--- config.mk ---
export PLATFORM = sky130hd
export DESIGN_NAME = adc_auto_gain_ranging
export DESIGN_NICKNAME = d
export VERILOG_FILES = /design/src/rtl/core/agr_pkg.sv /design/src/rtl/core/agr_frame_eval.sv /design/src/rtl/core/adc_auto_gain_ranging.sv
export SDC_FILE = /design/constraint.sdc
export NUM_CORES = 1
export LEC_CHECK = 0
export BUFFER_PORTS_ARGS = -buffer_cell sky130_fd_sc_hd__buf_4
export CAP_MARGIN = 10
export CELL_PAD_IN_SITES_DETAIL_PLACEMENT = 1
export CELL_PAD_IN_SITES_GLOBAL_PLACEMENT = 2
export CORE_ASPECT_RATIO = 1.4
export CORE_UTILIZATION = 36
export CTS_CLUSTER_SIZE = 14
export DETAILED_ROUTE_END_ITERATION = 10
export PLACE_DENSITY = 0.82
export SKIP_CTS_REPAIR_TIMING = 1
export SYNTH_ARGS = -nofsm -noshare
export SYNTH_HDL_FRONTEND = slang
export SYNTH_SLANG_ARGS = --single-unit
--- constraint.sdc ---
create_clock -name clock -period 11.1 [get_ports clock]
set_clock_uncertainty 0.05 [all_clocks]
set_input_delay 2.775 -clock clock [delete_from_list [all_inputs] [get_ports clock]]
set_output_delay 2.775 -clock clock [all_outputs]
set_load 0.02 [all_outputs]
--- src/rtl/core/agr_pkg.sv ---
package agr_pkg;

   // Field widths.
   localparam int SampleWidth   = 11;
   localparam int AdjWidth      = 12;
   localparam int IndexWidth    = 3;
   localparam int FactorWidth   = 5;
   localparam int CsrIndexWidth = 2;

   // Gain index limits and reset values.
   localparam logic [IndexWidth-1:0]  GainIndexMin   = 3'd1;
   localparam logic [IndexWidth-1:0]  GainIndexMax   = 3'd4;
   localparam logic [IndexWidth-1:0]  GainIndexReset = 3'd3;
   localparam logic [SampleWidth-1:0] UpperThresholdReset = 11'd430;
   localparam logic [SampleWidth-1:0] LowerThresholdReset = 11'd185;

   typedef enum logic [1:0] {
      VERDICT_OK   = 2'd0,
      VERDICT_LOW  = 2'd1,
      VERDICT_HIGH = 2'd2
   } verdict_type;

   typedef enum logic [CsrIndexWidth-1:0] {
      CSR_CALIBRATION_MODE = 2'd0,
      CSR_REFERENCE_LEVEL  = 2'd1,
      CSR_UPPER_THRESHOLD  = 2'd2,
      CSR_LOWER_THRESHOLD  = 2'd3
   } csr_index_type;

   typedef struct packed {
      logic                   calibration_mode;
      logic [SampleWidth-1:0] reference_level;
      logic [SampleWidth-1:0] upper_threshold;
      logic [SampleWidth-1:0] lower_threshold;
   } csr_type;

   typedef struct packed {
      logic [IndexWidth-1:0]      gain_index;
      logic signed [AdjWidth-1:0] frame_peak;
      logic                       frame_aborted;
      logic                       frame_started;
      logic [SampleWidth-1:0]     latched_reference;
   } frame_state_type;

   typedef struct packed {
      logic signed [AdjWidth-1:0] adjusted_sample;
      logic                       sample_valid;
      logic                       verdict_valid;
      verdict_type                verdict;
      logic [IndexWidth-1:0]      gain_index;
      logic [FactorWidth-1:0]     gain_factor;
   } result_type;

   // Amplifier gain for a table index; indexes past the table saturate.
   function automatic logic [FactorWidth-1:0] gain_factor_of(
      input logic [IndexWidth-1:0] idx
   );
      logic [FactorWidth-1:0] factor;
      case (idx)
         3'd0:    factor = 5'd1;
         3'd1:    factor = 5'd2;
         3'd2:    factor = 5'd3;
         3'd3:    factor = 5'd5;
         3'd4:    factor = 5'd9;
         default: factor = 5'd17;
      endcase
      return factor;
   endfunction

endpackage

--- src/rtl/core/agr_frame_eval.sv ---
module agr_frame_eval
   import agr_pkg::*;
(
   input  csr_type                csr,
   input  frame_state_type        state,
   input  logic [SampleWidth-1:0] sample,
   input  logic [SampleWidth-1:0] measured_reference,
   input  logic                   last,
   output frame_state_type        state_next,
   output result_type             result
);

   logic [SampleWidth-1:0]     ref_level;
   logic signed [AdjWidth-1:0] adj;
   logic signed [AdjWidth-1:0] peak;
   logic signed [AdjWidth-1:0] peak_new;
   logic signed [AdjWidth-1:0] upper_s;
   logic signed [AdjWidth-1:0] lower_s;
   logic                       too_high;
   logic                       too_low;

   // The reference of calibration mode comes from the first item of the frame.
   always_comb begin
      if (csr.calibration_mode) begin
         ref_level = state.frame_started ? state.latched_reference : measured_reference;
      end else begin
         ref_level = csr.reference_level;
      end
   end

   // Offset removal and the threshold compares.
   assign adj      = $signed({1'b0, sample}) - $signed({1'b0, ref_level});
   assign peak     = state.frame_peak;
   assign peak_new = (adj > peak) ? adj : peak;
   assign upper_s  = $signed({1'b0, csr.upper_threshold});
   assign lower_s  = $signed({1'b0, csr.lower_threshold});
   assign too_high = (adj > upper_s) && (state.gain_index > GainIndexMin);
   assign too_low  = (peak_new < lower_s) && (state.gain_index < GainIndexMax);

   // Frame state update and result of this item.
   always_comb begin
      state_next = state;
      state_next.frame_started = 1'b1;
      if (!state.frame_started) begin
         state_next.latched_reference = measured_reference;
      end

      result.adjusted_sample = adj;
      result.sample_valid    = 1'b0;
      result.verdict_valid   = 1'b0;
      result.verdict         = VERDICT_OK;

      if (!state.frame_aborted) begin
         if (too_high) begin
            // Gain too high: step down and drop the rest of the frame.
            state_next.gain_index    = state.gain_index - 3'd1;
            state_next.frame_aborted = 1'b1;
            result.verdict_valid     = 1'b1;
            result.verdict           = VERDICT_HIGH;
         end else begin
            result.sample_valid   = 1'b1;
            state_next.frame_peak = peak_new;
            if (last) begin
               result.verdict_valid = 1'b1;
               if (too_low) begin
                  state_next.gain_index = state.gain_index + 3'd1;
                  result.verdict        = VERDICT_LOW;
               end
            end
         end
      end

      // The last item closes the frame.
      if (last) begin
         state_next.frame_started = 1'b0;
         state_next.frame_aborted = 1'b0;
         state_next.frame_peak    = '0;
      end

      result.gain_index  = state_next.gain_index;
      result.gain_factor = gain_factor_of(state_next.gain_index);
   end

endmodule

--- src/rtl/core/adc_auto_gain_ranging.sv ---
// Automatic gain ranging for a current-sense ADC front end.
// Input channel (req_*): one 11-bit sample per item with its reference reading
// and a last marker that closes the frame. Result channel (rsp_*): one item per
// input item, carrying the offset-corrected sample, its keep flag, the frame's
// gain verdict when decided, and the gain index and factor after that item.
// Configuration (csr_*): a plain write port for mode, reference level and the
// two thresholds; the user must write it only while no item is in flight, which
// the block does not enforce. An item accepted at a clock edge is registered and
// offered on rsp_* right after that edge, one item per cycle while the receiver
// takes results; the subtract, the compares and the state update all sit between
// the accept edge and the result register. req_ready is high while the result
// register is empty or being taken, so a stalled receiver holds the result and
// stops input after that one item. Reset clears the frame state, sets the gain
// index to 3, loads the default thresholds and empties the result register.
module adc_auto_gain_ranging
   import agr_pkg::*;
(
   input  logic                       clock,
   input  logic                       reset,
   input  logic                       req_valid,
   output logic                       req_ready,
   input  logic [SampleWidth-1:0]     req_sample,
   input  logic [SampleWidth-1:0]     req_measured_reference,
   input  logic                       req_last,
   output logic                       rsp_valid,
   input  logic                       rsp_ready,
   output logic signed [AdjWidth-1:0] rsp_adjusted_sample,
   output logic                       rsp_sample_valid,
   output logic                       rsp_verdict_valid,
   output logic [1:0]                 rsp_verdict,
   output logic [IndexWidth-1:0]      rsp_gain_index_out,
   output logic [FactorWidth-1:0]     rsp_gain_factor,
   input  logic                       csr_write,
   input  logic [CsrIndexWidth-1:0]   csr_index,
   input  logic [SampleWidth-1:0]     csr_wdata
);

   csr_type         csr_ff;
   frame_state_type state_ff;
   frame_state_type state_in;
   result_type      rsp_ff;
   result_type      rsp_in;
   logic            rsp_valid_ff;
   logic            accept;

   // Configuration registers.
   always_ff @(posedge clock) begin
      if (reset) begin
         csr_ff.calibration_mode <= 1'b0;
         csr_ff.reference_level  <= '0;
         csr_ff.upper_threshold  <= UpperThresholdReset;
         csr_ff.lower_threshold  <= LowerThresholdReset;
      end else if (csr_write) begin
         unique case (csr_index_type'(csr_index))
            CSR_CALIBRATION_MODE: csr_ff.calibration_mode <= csr_wdata[0];
            CSR_REFERENCE_LEVEL:  csr_ff.reference_level  <= csr_wdata;
            CSR_UPPER_THRESHOLD:  csr_ff.upper_threshold  <= csr_wdata;
            CSR_LOWER_THRESHOLD:  csr_ff.lower_threshold  <= csr_wdata;
            default:              csr_ff <= csr_ff;
         endcase
      end
   end

   // Take an item whenever the result register is free or being emptied.
   assign req_ready = !rsp_valid_ff || rsp_ready;
   assign accept    = req_valid && req_ready;

   agr_frame_eval u_eval (
      .csr                (csr_ff),
      .state              (state_ff),
      .sample             (req_sample),
      .measured_reference (req_measured_reference),
      .last               (req_last),
      .state_next         (state_in),
      .result             (rsp_in)
   );

   // Frame state.
   always_ff @(posedge clock) begin
      if (reset) begin
         state_ff.gain_index        <= GainIndexReset;
         state_ff.frame_peak        <= '0;
         state_ff.frame_aborted     <= 1'b0;
         state_ff.frame_started     <= 1'b0;
         state_ff.latched_reference <= '0;
      end else if (accept) begin
         state_ff <= state_in;
      end
   end

   // Result register.
   always_ff @(posedge clock) begin
      if (reset) begin
         rsp_valid_ff <= 1'b0;
      end else if (accept) begin
         rsp_valid_ff <= 1'b1;
      end else if (rsp_ready) begin
         rsp_valid_ff <= 1'b0;
      end
   end

   always_ff @(posedge clock) begin
      if (accept) begin
         rsp_ff <= rsp_in;
      end
   end

   assign rsp_valid           = rsp_valid_ff;
   assign rsp_adjusted_sample = rsp_ff.adjusted_sample;
   assign rsp_sample_valid    = rsp_ff.sample_valid;
   assign rsp_verdict_valid   = rsp_ff.verdict_valid;
   assign rsp_verdict         = rsp_ff.verdict;
   assign rsp_gain_index_out  = rsp_ff.gain_index;
   assign rsp_gain_factor     = rsp_ff.gain_factor;

endmodule

==> results.sh <==
export IMPL_routed_wl_mm=13.5
export IMPL_startpoint="req_measured_reference[0]"
export IMPL_total_power_mw=1.08
export IMPL_io_buffer_count=66
export IMPL_grt_usage_pct=20.3
export IMPL_fin_crit_ns=9.70
export IMPL_avgSynthCellArea_um2=9.12
export IMPL_setup_viol=0
export IMPL_synth_edf_count=24
export IMPL_clock_tree_root_cell="clkbuf_16"
export IMPL_rsz0062_at_grt="no"
export IMPL_syn_to_final_growth_pct=19.5
export IMPL_die_y_um=140
export IMPL_final_cell_mix="nand2_1 (77), buf_4 (69), dfxtp_1 (63), nor2_1 (48), ha_1 (46)"
export IMPL_cp_common_cell="a21oi_1"
export IMPL_rows=50
export IMPL_worst_r2r_path_depth=29
export IMPL_vdd_drop_max_mv=0.0731
export IMPL_diodes=0
export IMPL_clock_sinks=87
export IMPL_status="complete, no violations"
export IMPL_grt_first_pass_wirelength_mm=21.9
export IMPL_cts_buffer_depth=2
export IMPL_cts_tree="yes"
export IMPL_synthCells=539
export IMPL_crit_required_ns=11.15
export IMPL_synthesis_area_um2=4920
export IMPL_reg2reg_slack_ns=2.99
export IMPL_finalWeightedCongestion=0.828
export IMPL_core_um2=13300
export IMPL_end_kind="flop"
export IMPL_yosysSeqAreaShare_pct=40.3
export IMPL_pwr_density_cell_nw_per_um2=184
export IMPL_drive_gt1_share_pct=17.9
export IMPL_ctsHtreeMaxLevel=3
export IMPL_critPathSlowestCell="o21bai_2"
export IMPL_syn_nets=627
export IMPL_cp_top_family="compound AO/OA/AOI/OAI gates"
export IMPL_finalHoldViolations=0
export IMPL_arrival_ns=9.75
export IMPL_cp_num_cells=30
export IMPL_timing_final_ws_setup_ns=1.40
export IMPL_endpoint="rsp_gain_factor[1]"
export IMPL_path_clk_slew_ns=0.07
export IMPL_grt_antenna_before_repair=0
export IMPL_place_ws_ns=1.04
export IMPL_seq_area_um2=1980
export IMPL_synthArstFlopShare_pct=0
export IMPL_finalCritPeriodShare_pct=87.4
export IMPL_overflow=0
export IMPL_n_fill_cell=1573
export IMPL_io_pins=67
export IMPL_finalCoreUtilization_pct=44.1
export IMPL_clock_fmax_ghz=0.103
export IMPL_grt_max_degree=42
export IMPL_path_class="input port to flop"
export IMPL_reg2reg_from="state_ff[11]"
export IMPL_slowest_delay_ns=0.64
export IMPL_ys_warn_count=0
export IMPL_crit_path_max_fanout=17
export IMPL_synth_cell_types=66
export IMPL_drv_cap=0
export IMPL_final_common_cell="nand2_1"
export IMPL_via_per_inst=5.20
export IMPL_numCtsBuffers=9
export IMPL_crit_buf_inv=2
export IMPL_drt_iter0_drc=86
export IMPL_ys_seq_elements=87
export IMPL_tightest_slew_ns=1.05
export IMPL_setup_tns_ns=0
export IMPL_initial_core_util_pct=36.9
export IMPL_start_kind="input port"
export IMPL_vias=4085
export IMPL_ant_nets=0
export IMPL_multi_input_area_um2=2670
export IMPL_clk_latency_ns=0.34
export IMPL_die_area_um2=14100
export IMPL_hpwl_mm=10.6
export IMPL_ys_flop_type="dfxtp_1"
export IMPL_leakage_nw=2.47
export IMPL_hold_class="flop to flop"
export IMPL_die_w_um=101
export IMPL_dr_pass1_iters=4
export IMPL_maxSlewHeadroom_pct=29.7
export IMPL_grt_pass1_vias=4256
export IMPL_r2r_end="rsp_gain_factor[1]"
export IMPL_drc_errors=0
export IMPL_post_drt_wl_per_cell_um=17.2
export IMPL_maxSlewViolCount=0
export IMPL_layout_nets=687
-- cell usage after synthesis, drive strengths merged, types with 3 or more instances --
library cell  number  area (um2)
nand2             77         289
nand4              6        37.5
nand3              9        45.0
a22o               9        78.8
mux2i             25         258
clkbuf            16        60.1
and2               3        18.8
o21ai             25         125
and3               3        18.8
a21o               9        67.6
xor2               3        26.3
xnor2              7        68.8
nand2b             4        25.0
a21oi             43         223
ha                46         576
nor3               5        25.0
buf                4        23.8
edfxtp            24         721
nor3b              3        27.5
mux2               8        90.1
inv               46         173
dfxtp             63        1260
o22ai              5        37.5
nor2              49         186
o21a               6        45.0
o211ai             7        52.6
-- worst min-delay path, cell delays in order (launching register included) --
cell	delay (ns)
dfxtp_1	0.31
nand2_1	0.05
a21oi_1	0.05
-- kinds of logic after synthesis --
| logic type | Yosys count | share of synthesized area [%] |
|---|---|---|
| AOI/OAI and AO/OA | 126 | 17.8 |
| xor gates and xnor gates | 10 | 1.93 |
| adders and majority gates | 47 | 12.1 |
| buffers and inverters | 68 | 5.37 |
| DFF | 87 | 40.3 |
| muxes | 33 | 7.08 |
| and+or+nand+nor | 168 | 15.3 |
-- stage by stage --
step           std cells  area [um2]  hold WS (ns)
6_report             786        5870         0.403
3_3_place_gp         770        5580         0.391
3_5_place_dp         770        5580         0.398
5_1_grt              786        5870         0.419
2_1_floorplan        539        4920         0.386
4_1_cts              786        5870         0.407
-- flip-flops by register name (all words and copies together) (netlist names) --
signal / count
rsp_sample_valid: 1
rsp_verdict_valid: 1
csr_ff: 34
rsp_valid: 1
rsp_verdict: 2
rsp_gain_index_out: 3
state_ff: 28
rsp_adjusted_sample: 12
rsp_gain_factor: 5
-- metal layers --
metal | track usage (%) | routed length, um | vias to the layer above
met5 | 0 | 0 | -
li1 | - | - | 2012
met2 | 36.2 | 6900 | 73
met3 | 3.74 | 383 | 22
met4 | 8.31 | 411 | 0
met1 | 23.6 | 5810 | 1978
-- power breakdown --
part	total, mW	internal, mW	switching, mW
clock network	0.302	0.174	0.128
registers	0.390	0.369	0.0207
logic	0.389	0.165	0.224
total	1.08	0.708	0.373
-- worst min-delay path by stage --
stage	from	endpoint	slack [ns]	depth (start not counted)
after floorplan	state_ff[0]	state_ff[0]	0.39	2
after global placement	state_ff[2]	state_ff[2]	0.39	2
after detailed placement	csr_ff[20]	csr_ff[20]	0.40	2
after CTS	csr_ff[20]	csr_ff[20]	0.41	2
after global routing	state_ff[8]	state_ff[8]	0.42	2
final	state_ff[6]	state_ff[6]	0.40	2
-- layout make-up --
type | count | share of cell area, %
clock buffers | 9 | 3.83
clock inverters | 7 | 1.21
inverters | 48 | 3.07
multi-input cells | 384 | 45.5
flip-flops and latches | 87 | 33.7
well taps | 182 | 3.88
repair buffers | 69 | 8.82
No activity file was read; power rests on OpenSTA's default activity.
